### config.mk
export PLATFORM = sky130hd
export DESIGN_NAME = newton_square_root_unit
export DESIGN_NICKNAME = d
export VERILOG_FILES = /design/src/design/nsr_pkg.sv /design/src/design/nsr_divider.sv /design/src/design/newton_square_root_unit.sv
export SDC_FILE = /design/constraint.sdc
export NUM_CORES = 2
export LEC_CHECK = 0
export ABC_AREA = 1
export BUFFER_PORTS_ARGS = -buffer_cell sky130_fd_sc_hd__buf_2
export CAP_MARGIN = 20
export CORE_ASPECT_RATIO = 0.6
export CORE_UTILIZATION = 35
export CTS_CLUSTER_SIZE = 16
export DETAILED_ROUTE_END_ITERATION = 16
export GPL_ROUTABILITY_DRIVEN = 1
export PLACE_DENSITY = 0.57
export SYNTH_ARGS = -nofsm -noshare
export SYNTH_HDL_FRONTEND = slang
export SYNTH_SLANG_ARGS = --single-unit
### constraint.sdc
create_clock -name clk -period 9.1 [get_ports clk]
set_clock_uncertainty 0.2 [all_clocks]
set_input_delay 0 -clock clk [delete_from_list [all_inputs] [get_ports clk]]
set_output_delay 0 -clock clk [all_outputs]
set_load 0.01 [all_outputs]
### src/design/nsr_pkg.sv
package nsr_pkg;

    // Field and datapath widths.
    localparam int VALUE_W = 32;
    localparam int X_W     = 31;
    localparam int FRAC_W  = 16;
    localparam int G_W     = 31;
    localparam int DVD_W   = X_W + FRAC_W;
    localparam int SQ_W    = 2 * G_W;
    localparam int ROOT_W  = 24;
    localparam int TOL_W   = 32;

    // Fixed-point constants.
    localparam logic [G_W-1:0]   ONE_Q16   = G_W'(1) << FRAC_W;
    localparam logic [G_W-1:0]   ROOT_MAX  = G_W'((1 << ROOT_W) - 1);
    localparam logic [TOL_W-1:0] TOL_RESET = TOL_W'(42950);

    // Divider: one quotient bit per cycle over the whole dividend.
    localparam int DIV_STEPS = DVD_W;
    localparam int DIV_CNT_W = $clog2(DIV_STEPS + 1);

    // Datapath operations selected by the control word.
    typedef enum logic [2:0] {
        OP_NOP,
        OP_LOAD,
        OP_SQUARE,
        OP_TEST,
        OP_DIV_INIT,
        OP_DIV_STEP,
        OP_UPDATE,
        OP_EMIT
    } op_t;

    // Conditions that hold the sequencer on the current step.
    typedef enum logic [1:0] {
        HOLD_NONE,
        HOLD_NO_REQ,
        HOLD_OUT_BUSY,
        HOLD_DIV_BUSY
    } hold_t;

    // Conditions that take the branch once the step is done.
    typedef enum logic [2:0] {
        BR_NEVER,
        BR_ALWAYS,
        BR_NEG,
        BR_MET,
        BR_LIMIT
    } br_t;

    // Microprogram addresses.
    localparam int UPC_W = 3;
    localparam logic [UPC_W-1:0] A_LOAD   = 3'd0;
    localparam logic [UPC_W-1:0] A_CHKNEG = 3'd1;
    localparam logic [UPC_W-1:0] A_SQUARE = 3'd2;
    localparam logic [UPC_W-1:0] A_TEST   = 3'd3;
    localparam logic [UPC_W-1:0] A_LIMIT  = 3'd4;
    localparam logic [UPC_W-1:0] A_DIV    = 3'd5;
    localparam logic [UPC_W-1:0] A_UPDATE = 3'd6;
    localparam logic [UPC_W-1:0] A_EMIT   = 3'd7;

    typedef struct packed {
        op_t              op;
        hold_t            hold;
        br_t              br;
        logic [UPC_W-1:0] target;
    } ctl_word_t;

    // Divider control from the sequencer.
    typedef struct packed {
        logic init;
        logic step;
    } div_ctl_t;

    // The microprogram. One word per step.
    function automatic ctl_word_t ucode(input logic [UPC_W-1:0] addr);
        ctl_word_t w;
        w = '{op: OP_NOP, hold: HOLD_NONE, br: BR_NEVER, target: A_LOAD};
        unique case (addr)
            A_LOAD:   w = '{op: OP_LOAD,     hold: HOLD_NO_REQ,   br: BR_NEVER,  target: A_LOAD};
            A_CHKNEG: w = '{op: OP_NOP,      hold: HOLD_NONE,     br: BR_NEG,    target: A_EMIT};
            A_SQUARE: w = '{op: OP_SQUARE,   hold: HOLD_NONE,     br: BR_NEVER,  target: A_LOAD};
            A_TEST:   w = '{op: OP_TEST,     hold: HOLD_NONE,     br: BR_MET,    target: A_EMIT};
            A_LIMIT:  w = '{op: OP_DIV_INIT, hold: HOLD_NONE,     br: BR_LIMIT,  target: A_EMIT};
            A_DIV:    w = '{op: OP_DIV_STEP, hold: HOLD_DIV_BUSY, br: BR_NEVER,  target: A_LOAD};
            A_UPDATE: w = '{op: OP_UPDATE,   hold: HOLD_NONE,     br: BR_ALWAYS, target: A_SQUARE};
            A_EMIT:   w = '{op: OP_EMIT,     hold: HOLD_OUT_BUSY, br: BR_ALWAYS, target: A_LOAD};
            default:  w = '{op: OP_NOP,      hold: HOLD_NONE,     br: BR_ALWAYS, target: A_LOAD};
        endcase
        return w;
    endfunction

endpackage

### src/design/nsr_divider.sv
// Restoring divider, one quotient bit per cycle. The quotient is kept to
// the guess width: the divisor never falls below the integer root of the
// dividend, so the true quotient always fits.
module nsr_divider (
    input  logic                       clk,
    input  logic                       rst_n,
    input  nsr_pkg::div_ctl_t          ctl,
    input  logic [nsr_pkg::DVD_W-1:0]  dividend,
    input  logic [nsr_pkg::G_W-1:0]    divisor,
    output logic [nsr_pkg::G_W-1:0]    quotient,
    output logic                       busy
);

    logic [nsr_pkg::DIV_CNT_W-1:0] cnt_reg;
    logic [nsr_pkg::DIV_CNT_W-1:0] cnt_next;
    logic [nsr_pkg::DVD_W-1:0]     dvd_reg;
    logic [nsr_pkg::G_W-1:0]       rem_reg;
    logic [nsr_pkg::G_W-1:0]       quo_reg;
    logic [nsr_pkg::G_W:0]         partial;
    logic [nsr_pkg::G_W+1:0]       trial;
    logic                          fits;

    // Shift in the next dividend bit and try a subtraction.
    assign partial = {rem_reg, dvd_reg[nsr_pkg::DVD_W-1]};
    assign trial   = {1'b0, partial} - {2'b00, divisor};
    assign fits    = ~trial[nsr_pkg::G_W+1];

    // Step counter: the step with a count of one is the last.
    always_comb
    begin
        cnt_next = cnt_reg;
        if (ctl.init)
        begin
            cnt_next = nsr_pkg::DIV_CNT_W'(nsr_pkg::DIV_STEPS);
        end
        else if (ctl.step && (cnt_reg != '0))
        begin
            cnt_next = cnt_reg - 1'b1;
        end
    end

    always_ff @(posedge clk or negedge rst_n)
    begin
        if (!rst_n)
        begin
            cnt_reg <= '0;
        end
        else
        begin
            cnt_reg <= cnt_next;
        end
    end

    // Remainder, dividend and quotient shift registers.
    always_ff @(posedge clk)
    begin
        if (ctl.init)
        begin
            dvd_reg <= dividend;
            rem_reg <= '0;
            quo_reg <= '0;
        end
        else if (ctl.step)
        begin
            dvd_reg <= {dvd_reg[nsr_pkg::DVD_W-2:0], 1'b0};
            rem_reg <= fits ? trial[nsr_pkg::G_W-1:0] : partial[nsr_pkg::G_W-1:0];
            quo_reg <= {quo_reg[nsr_pkg::G_W-2:0], fits};
        end
    end

    assign busy     = (cnt_reg != nsr_pkg::DIV_CNT_W'(1));
    assign quotient = quo_reg;

endmodule

### src/design/newton_square_root_unit.sv
// Newton-Raphson square root of a signed Q16.16 radicand, returning an
// unsigned Q16.16 root saturated to 24 bits, with flags for a negative
// radicand and for reaching the iteration bound. One request is worked at
// a time. A non-negative request runs N Newton updates, where N is at most
// MAX_ITERATIONS; each update passes through the limit check, the
// bit-serial divider, which sets the rate, the update, the squaring and
// the tolerance test. A negative request goes straight from the sign
// check to the result. A finished result waits in the output register
// while the next request is already being worked.
module newton_square_root_unit #(
    parameter int MAX_ITERATIONS = 32
) (
    input  logic                         clk,
    input  logic                         rst_n,
    input  logic                         cfg_write,
    input  logic [nsr_pkg::TOL_W-1:0]    cfg_data,
    input  logic                         in_valid,
    output logic                         in_stall,
    input  logic signed [nsr_pkg::VALUE_W-1:0] value,
    output logic                         out_valid,
    input  logic                         out_stall,
    output logic [nsr_pkg::ROOT_W-1:0]   root,
    output logic                         negative_input,
    output logic                         hit_limit
);

    localparam int ITER_W = $clog2(MAX_ITERATIONS + 1);

    // Sequencer state.
    logic [nsr_pkg::UPC_W-1:0] upc_reg;
    logic [nsr_pkg::UPC_W-1:0] upc_next;
    nsr_pkg::ctl_word_t        cw;
    logic                      hold_active;
    logic                      br_taken;

    // Datapath registers.
    logic [nsr_pkg::TOL_W-1:0] tol_reg;
    logic [ITER_W-1:0]         iter_reg;
    logic [ITER_W-1:0]         iter_next;
    logic [nsr_pkg::X_W-1:0]   x_reg;
    logic                      neg_reg;
    logic [nsr_pkg::G_W-1:0]   g_reg;
    logic [nsr_pkg::SQ_W-1:0]  sq_reg;
    logic                      done_reg;
    logic                      out_valid_reg;
    logic                      out_valid_next;
    logic [nsr_pkg::ROOT_W-1:0] root_reg;
    logic                      neg_out_reg;
    logic                      hit_out_reg;

    // Datapath wires.
    logic [nsr_pkg::X_W-1:0]   x_in;
    logic [nsr_pkg::DVD_W-1:0] x32;
    logic [nsr_pkg::SQ_W:0]    sq_diff;
    logic                      met;
    logic                      at_limit;
    logic                      accept;
    logic                      out_free;
    logic                      emit;
    logic [nsr_pkg::G_W-1:0]   quotient;
    logic                      div_busy;
    logic [nsr_pkg::G_W:0]     g_sum;
    nsr_pkg::div_ctl_t         div_ctl;

    assign cw = nsr_pkg::ucode(upc_reg);

    // Handshake qualifiers.
    assign in_stall = (upc_reg != nsr_pkg::A_LOAD);
    assign accept   = in_valid && !in_stall;
    assign out_free = !out_valid_reg || !out_stall;
    assign emit     = (cw.op == nsr_pkg::OP_EMIT) && out_free;

    // Radicand in Q15.32 and the tolerance test on g*g - x.
    assign x_in     = value[nsr_pkg::X_W-1:0];
    assign x32      = {x_reg, {nsr_pkg::FRAC_W{1'b0}}};
    assign sq_diff  = {1'b0, sq_reg} - {{(nsr_pkg::SQ_W - nsr_pkg::DVD_W + 1){1'b0}}, x32};
    assign met      = sq_diff[nsr_pkg::SQ_W] ||
                      (sq_diff[nsr_pkg::SQ_W-1:0] <=
                       {{(nsr_pkg::SQ_W - nsr_pkg::TOL_W){1'b0}}, tol_reg});
    assign at_limit = (iter_reg == ITER_W'(MAX_ITERATIONS));

    // Hold conditions.
    always_comb
    begin
        unique case (cw.hold)
            nsr_pkg::HOLD_NONE:     hold_active = 1'b0;
            nsr_pkg::HOLD_NO_REQ:   hold_active = !in_valid;
            nsr_pkg::HOLD_OUT_BUSY: hold_active = !out_free;
            nsr_pkg::HOLD_DIV_BUSY: hold_active = div_busy;
            default:                hold_active = 1'b0;
        endcase
    end

    // Branch conditions.
    always_comb
    begin
        unique case (cw.br)
            nsr_pkg::BR_NEVER:  br_taken = 1'b0;
            nsr_pkg::BR_ALWAYS: br_taken = 1'b1;
            nsr_pkg::BR_NEG:    br_taken = neg_reg;
            nsr_pkg::BR_MET:    br_taken = met;
            nsr_pkg::BR_LIMIT:  br_taken = at_limit;
            default:            br_taken = 1'b0;
        endcase
    end

    // Next step address.
    always_comb
    begin
        priority if (hold_active)
        begin
            upc_next = upc_reg;
        end
        else if (br_taken)
        begin
            upc_next = cw.target;
        end
        else
        begin
            upc_next = upc_reg + 1'b1;
        end
    end

    // Iteration counter.
    always_comb
    begin
        iter_next = iter_reg;
        if (accept)
        begin
            iter_next = '0;
        end
        else if (cw.op == nsr_pkg::OP_UPDATE)
        begin
            iter_next = iter_reg + 1'b1;
        end
    end

    // Output valid flag.
    always_comb
    begin
        out_valid_next = out_valid_reg;
        if (emit)
        begin
            out_valid_next = 1'b1;
        end
        else if (out_valid_reg && !out_stall)
        begin
            out_valid_next = 1'b0;
        end
    end

    // Control registers.
    always_ff @(posedge clk or negedge rst_n)
    begin
        if (!rst_n)
        begin
            upc_reg       <= nsr_pkg::A_LOAD;
            iter_reg      <= '0;
            tol_reg       <= nsr_pkg::TOL_RESET;
            out_valid_reg <= 1'b0;
        end
        else
        begin
            upc_reg       <= upc_next;
            iter_reg      <= iter_next;
            out_valid_reg <= out_valid_next;
            if (cfg_write)
            begin
                tol_reg <= cfg_data;
            end
        end
    end

    // Divider control.
    assign div_ctl.init = (cw.op == nsr_pkg::OP_DIV_INIT);
    assign div_ctl.step = (cw.op == nsr_pkg::OP_DIV_STEP);

    nsr_divider u_divider (
        .clk      (clk),
        .rst_n    (rst_n),
        .ctl      (div_ctl),
        .dividend (x32),
        .divisor  (g_reg),
        .quotient (quotient),
        .busy     (div_busy)
    );

    // Newton update: g = (g + x/g) / 2.
    assign g_sum = {1'b0, g_reg} + {1'b0, quotient};

    // Radicand, guess, square and stop flag.
    always_ff @(posedge clk)
    begin
        if (accept)
        begin
            x_reg    <= x_in;
            neg_reg  <= value[nsr_pkg::VALUE_W-1];
            g_reg    <= (x_in > nsr_pkg::ONE_Q16) ? x_in : nsr_pkg::ONE_Q16;
            done_reg <= 1'b0;
        end
        else
        begin
            if (cw.op == nsr_pkg::OP_SQUARE)
            begin
                sq_reg <= nsr_pkg::SQ_W'(g_reg) * nsr_pkg::SQ_W'(g_reg);
            end
            if (cw.op == nsr_pkg::OP_TEST)
            begin
                done_reg <= met;
            end
            if (cw.op == nsr_pkg::OP_UPDATE)
            begin
                g_reg <= g_sum[nsr_pkg::G_W:1];
            end
        end
    end

    // Result register.
    always_ff @(posedge clk)
    begin
        if (emit)
        begin
            if (neg_reg)
            begin
                root_reg    <= '0;
                neg_out_reg <= 1'b1;
                hit_out_reg <= 1'b0;
            end
            else
            begin
                root_reg    <= (g_reg > nsr_pkg::ROOT_MAX) ? '1 : g_reg[nsr_pkg::ROOT_W-1:0];
                neg_out_reg <= 1'b0;
                hit_out_reg <= !done_reg;
            end
        end
    end

    assign out_valid      = out_valid_reg;
    assign root           = root_reg;
    assign negative_input = neg_out_reg;
    assign hit_limit      = hit_out_reg;

`ifndef NO_ASSERTIONS
    // The divider step is entered only from the limit check or itself.
    assert property (@(posedge clk) disable iff (!rst_n)
        (upc_reg == nsr_pkg::A_DIV) |->
            ($past(upc_reg) == nsr_pkg::A_DIV || $past(upc_reg) == nsr_pkg::A_LIMIT))
        else $error("divide step entered out of sequence");

    // The iteration count never passes its bound.
    assert property (@(posedge clk) disable iff (!rst_n)
        iter_reg <= ITER_W'(MAX_ITERATIONS))
        else $error("iteration count past its bound");

    // Each Newton update never raises the guess.
    assert property (@(posedge clk) disable iff (!rst_n)
        (cw.op == nsr_pkg::OP_UPDATE) |=> (g_reg <= $past(g_reg)))
        else $error("Newton update raised the guess");

    // A negative radicand gives a zero root and no limit flag.
    assert property (@(posedge clk) disable iff (!rst_n)
        (out_valid && negative_input) |-> (root == '0 && !hit_limit))
        else $error("bad result for negative radicand");
`endif

endmodule
-- Word-level counts from Yosys, hierarchy flattened
Memories as Yosys holds them, arrays and structs flattened.
Cells that the tools add are included.
- flip-flop bits (word level): 293
- bits in latches: 0
- bits in writable memories: 0
- memory bits (read-only): 88
- input bits: 69
- output and inout bits: 28
- logic and storage cells: 81
- memories: 1
- memories (memory ; words ; width ; rd ports ; clocked after memory_dff ; wr ports ; RTL line ; source):
    (no name shown) ; 8 ; 11 ; 1 ; 0 ; 0 ; nsr_pkg.sv:79 ; unique case (addr)
- add/sub/neg operators: 6
- $mul: 1
- divide/modulo/power cells: 0
- order comparisons: 3
- equal/unequal tests: 15
- shift-type cells: 0
- multiplexer cells: 17
- bitwise gates (word level): 2
- reduce and logical (&&, ||, !) cells: 20
- operators with widths (cell ; count):
    2-to-1 mux 31 bit ; 4
    2-to-1 mux 47 bit ; 2
    subtractor 62 x 47 -> 63 bit ; 1
    <= comparator 62 x 32 -> 1 bit ; 1
    multiplier 31 x 31 -> 62 bit ; 1
    subtractor 32 x 31 -> 33 bit ; 1
    adder 31 x 31 -> 32 bit ; 1
    > comparator 31 x 17 -> 1 bit (second input constant) ; 1
    > comparator 31 x 24 -> 1 bit (second input constant) ; 1
    2-to-1 mux 24 bit ; 1
    2-to-1 mux 6 bit ; 4
    equality test 3 bit (second input constant) ; 5
    equality test 3 x 2 -> 1 bit (second input constant) ; 4
    one-hot mux 1 bit (4 select lines) ; 2
    nonzero test 2 bit ; 4
    adder 6 x 1 -> 6 bit (second input constant) ; 1
    equality test 6 bit (second input constant) ; 1
    zero test 1 bit ; 6
    != test 6 x 1 -> 1 bit (second input constant) ; 1
    nonzero test 6 bit ; 1
    subtractor 6 x 1 -> 6 bit (second input constant) ; 1
    equality test 2 bit (second input constant) ; 2
    logical AND 1 bit ; 4
    adder 3 x 1 -> 3 bit (second input constant) ; 1
    9 further kinds ; 13

-- Logic depth before layout (Yosys ltp)
- depth in word-level cells: 5
- gate-level depth with buffers: 33
- gate-level depth less buffers: 32

-- Modules after synthesis
Synthesis repeated with hierarchy kept, for this count alone.
- cells, all modules: 6037
- area total of the unflattened synthesis: 48039.8 sq um
- by module, submodules not included (module ; instances ; cells each ; area an instance (sq um) ; sequential area each (sq um)):
    newton_square_root_unit ; 1 ; 4925 ; 40714.0 ; 5586.6
    nsr_divider ; 1 ; 1112 ; 7325.8 ; 2802.7

-- Least setup slack after synthesis
OpenSTA, ideal clock, no wires.
- path type: register to register
- start: reg g_reg[5] in the netlist's numbering
- end: reg sq_reg[56] in the netlist's numbering, data pin
- data arrival time: 6.997 ns
- path slack: 1.642 ns
- cell stages (with the launch flop): 33
- path buffers: 2
- clock period less this slack: 7.458 ns
- cells stage by stage: edfxtp_1 -> clkbuf_1 -> buf_1 -> nand2_1 -> fa_1 -> inv_1 -> fa_1 -> fa_1 -> inv_1 -> fa_1 -> inv_1 -> fa_1 -> inv_1 -> fa_1 -> inv_1 -> fa_1 -> inv_1 -> fa_1 -> inv_1 -> ha_1 -> a21oi_1 -> inv_1 -> a31oi_1 -> o21ai_0 -> nand2_1 -> o211ai_1 -> a21oi_1 -> o21ai_0 -> nand3_1 -> o211ai_1 -> nand3_1 -> nand2_1 -> xor2_1
- word-level cells in the longest chain between the ends: 1
- ends and longest elaborated chain (element ; RTL line ; source):
    start, declared ; newton_square_root_unit.sv:42 ; logic [nsr_pkg::G_W-1:0] g_reg;
    start signal, assigned ; newton_square_root_unit.sv:198 ; g_reg <= (x_in > nsr_pkg::ONE_Q16) ? x_in : nsr_pkg::ONE_Q16;
    start signal, assigned ; newton_square_root_unit.sv:213 ; g_reg <= g_sum[nsr_pkg::G_W:1];
    multiplier 31 x 31 -> 62 bit ; newton_square_root_unit.sv:205 ; sq_reg <= nsr_pkg::SQ_W'(g_reg) * nsr_pkg::SQ_W'(g_reg);
    end signal, assigned ; newton_square_root_unit.sv:205 ;
    end, declared ; newton_square_root_unit.sv:43 ; logic [nsr_pkg::SQ_W-1:0] sq_reg;
No other way between the ends.
A chain may end at the register's enable or synchronous reset.

-- Worst setup path in the final report
- start: reg g_reg[15] in the netlist's numbering
- end: reg sq_reg[59] in the netlist's numbering, data pin
Same word-level chain as after synthesis.

==> run_results.csv <==
group,metric,value,unit
setup_path,crit_top_cell,"fa_1",
floorplan,die_x,470,microns
finish,drive_gt1_frac,0.0560,
detailed_routing,vias,36389,
yosys,synth_flop_cell,"edfxtp_1",
setup_path,worstSetupPathType,"reg2reg",
place,dp_hpwl,119000,microns
cts,cts_setup_buffers,0,
cts,clk_pin_slew,0.07,ns
floorplan,fp.dieArea,0.133,sq mm
yosys,synth_nets,6794,
detailed_routing,via_per_inst,4.82,
timing,final.period_utilization,0.952,
cts,cts_hold_buf,169,
timing,finalSetupTns,0,ns
floorplan,std_cell_rows,102,
yosys,ys_ff_latch,292,
cts,htreeDepth,2,
cts,tritoncts,"done",
floorplan,initial_utilization,0.354,
global_routing,grt_pass1_wl,222000,microns
place,io_buffers,96,
global_routing,grt_max_degree,66,
floorplan,die_h,283,microns
timing,finalSetupViolations,0,
setup_path,critPathBufInv,4,
setup_path,crit_required,9.21,ns
setup_path,startpoint_type,"flip-flop",
setup_path,critPathMaxFanout,17,
cts,cts-buffers-inserted,34,
yosys,ys_seq_area_frac,0.172,
finish,largest_reg_flops,61,
finish,area_growth,12.3,%
setup_path,crit_chain,"buf_4, nand2_1, fa_1, inv_1, fa_1, inv_1, fa_1, fa_1, inv_1, fa_1, fa_1, fa_1, ha_1, ha_1, a21oi_1, nor2_1, nor2_1, o21ai_0, a21oi_1, nand3_1, nand3_1, o211ai_1, a31oi_1, xnor2_1",
run,maxCapViolations,0,
timing,maxSlewHeadroom,0.283,
timing,max_freq,0.115,GHz
place,routabilityCongestion,0.974,
yosys,synthCells,5568,
global_routing,track_usage,0.219,
setup_path,crit_family,"adder cells",
detailed_routing,drc,0,
setup_path,slowest_delay,0.92,ns
global_routing,grt_overflow,0,
finish,mostFrequentLayoutCell,"inv_1",
timing,hold_violations,0,
detailed_routing,wirelength,144000,microns
finish,final_cell_mix,"1545 x inv_1, 1195 x nand2_1, 751 x fa_1",
global_routing,antenna_found_initial,6,
global_routing,grt_pass1_vias,36485,
cts,cts_buffer_depth,3,
setup_path,slowest_stage,"edfxtp_1",
yosys,syn_area,0.0459,sq mm
cts,cts_sinks,292,
timing,slew_violations,0,
detailed_routing,antenna_left,0,
yosys,syn_area_per_cell,8.25,sq um
detailed_routing,wire_per_inst,19.0,microns
detailed_routing,drt_iter0_markers,3368,
detailed_routing,drt_pre_antenna_iters,6,
setup_path,worstPathArrival,8.78,ns
yosys,synth-edff-count,181,
timing,fin_crit,8.66,ns
cts,clkLatencyLatePin,0.61,ns
floorplan,core_area,0.130,sq mm
cts,cts_root_buffer,"clkbuf_16",
run_status,status,"finished, final reports clean",
yosys,yosys_warnings,0,
yosys,yosys.cell_types.count,65,
yosys,synthArstFlopShare,0.164,
min_path,hp-class,"in2reg",
cts,post_cts_resized,0,
floorplan,num_io_pins,97,
timing,grt_setup_unrepaired,"no",
setup_path,end_kind,"flip-flop",
timing,tightest_slew,1.07,ns
finish,nNetsFinal,7039,
[cell type report]
type                       count  area (sq um)
antenna                        2          5.00
clock buffer                  47           987
clock inverter                14           200
fill                       13089         78000
inverter                    1553          5830
multi-input combinational   3587         31700
sequential                   292          7910
tap                         1716          2150
timing repair buffer         345          2810
[kinds of logic (layout without fill, tap and decap cells)]
group,after synthesis,after routing,share of synthesized area
compound gates,585,585,0.0727
xor+xnor,141,141,0.0269
fa+ha+maj,1157,1157,0.438
buf+inv,1689,1959,0.139
flops,292,292,0.172
mux,1,1,0.000245
other cells,0,2,0
simple gates,1703,1703,0.151
[through the flow]
step	hold WS [ns]	utilization	instance area (sq um)	instances	worst slack, ns
6_report	0.0241	0.398	51600	7556	0.438
4_1_cts	0.00263	0.398	51500	7553	0.686
3_3_place_gp	-0.0286	0.375	48600	7323	0.831
3_5_place_dp	-0.0193	0.375	48600	7323	0.716
5_1_grt	0.0336	0.398	51600	7556	0.220
2_1_floorplan	-0.496	-	45900	5568	1.64
[metal layers]
metal  vias up  part of all wire  track usage
met1     17829              0.51        0.345
met2      1173              0.39        0.305
met4         8             0.019       0.0426
met5         -           0.00036            0
li1      17236                 -            -
met3       143             0.079       0.0410
[path summary, 6_finish.rpt]
path	from	to	slack [ns]	depth (start not counted)
max	g_reg[15]	sq_reg[59]	0.44	24
min reg2reg	u_divider.quotient[26]	u_divider.quotient[27]	0.29	2
max reg2reg	g_reg[15]	sq_reg[59]	0.44	24
max in group asynchronous	rst_n	upc_reg[1]	7.78	4
min in group asynchronous	rst_n	tol_reg[11]	0.42	4
min	value[4]	x_reg[4]	0.02	2
[cells in the mapped netlist, drive strengths merged (6+ instances only)]
cell	number	area [sq um]
ha	406	5080
fa	751	15000
a21o	7	52.6
a21oi	243	1230
or2	11	68.8
buf	19	83.8
o211ai	21	158
clkbuf	117	449
inv	1551	5820
nand3	118	641
o21bai	18	139
xnor2	53	464
edfxtp	181	5440
a221oi	7	61.3
nand4	38	244
a22oi	7	52.6
nand2	1214	4600
dfstp	9	236
o21a	14	105
dfxtp	63	1260
a31oi	38	238
o22ai	36	225
xor2	88	771
nor2	271	1080
nor4	10	62.6
nand3b	6	45.0
dfrtp	39	976
o21ai	174	893
nor3	28	150
Power is not shown: default switching activity piles up to over one toggle a cycle in this logic, so the estimate is an artifact.
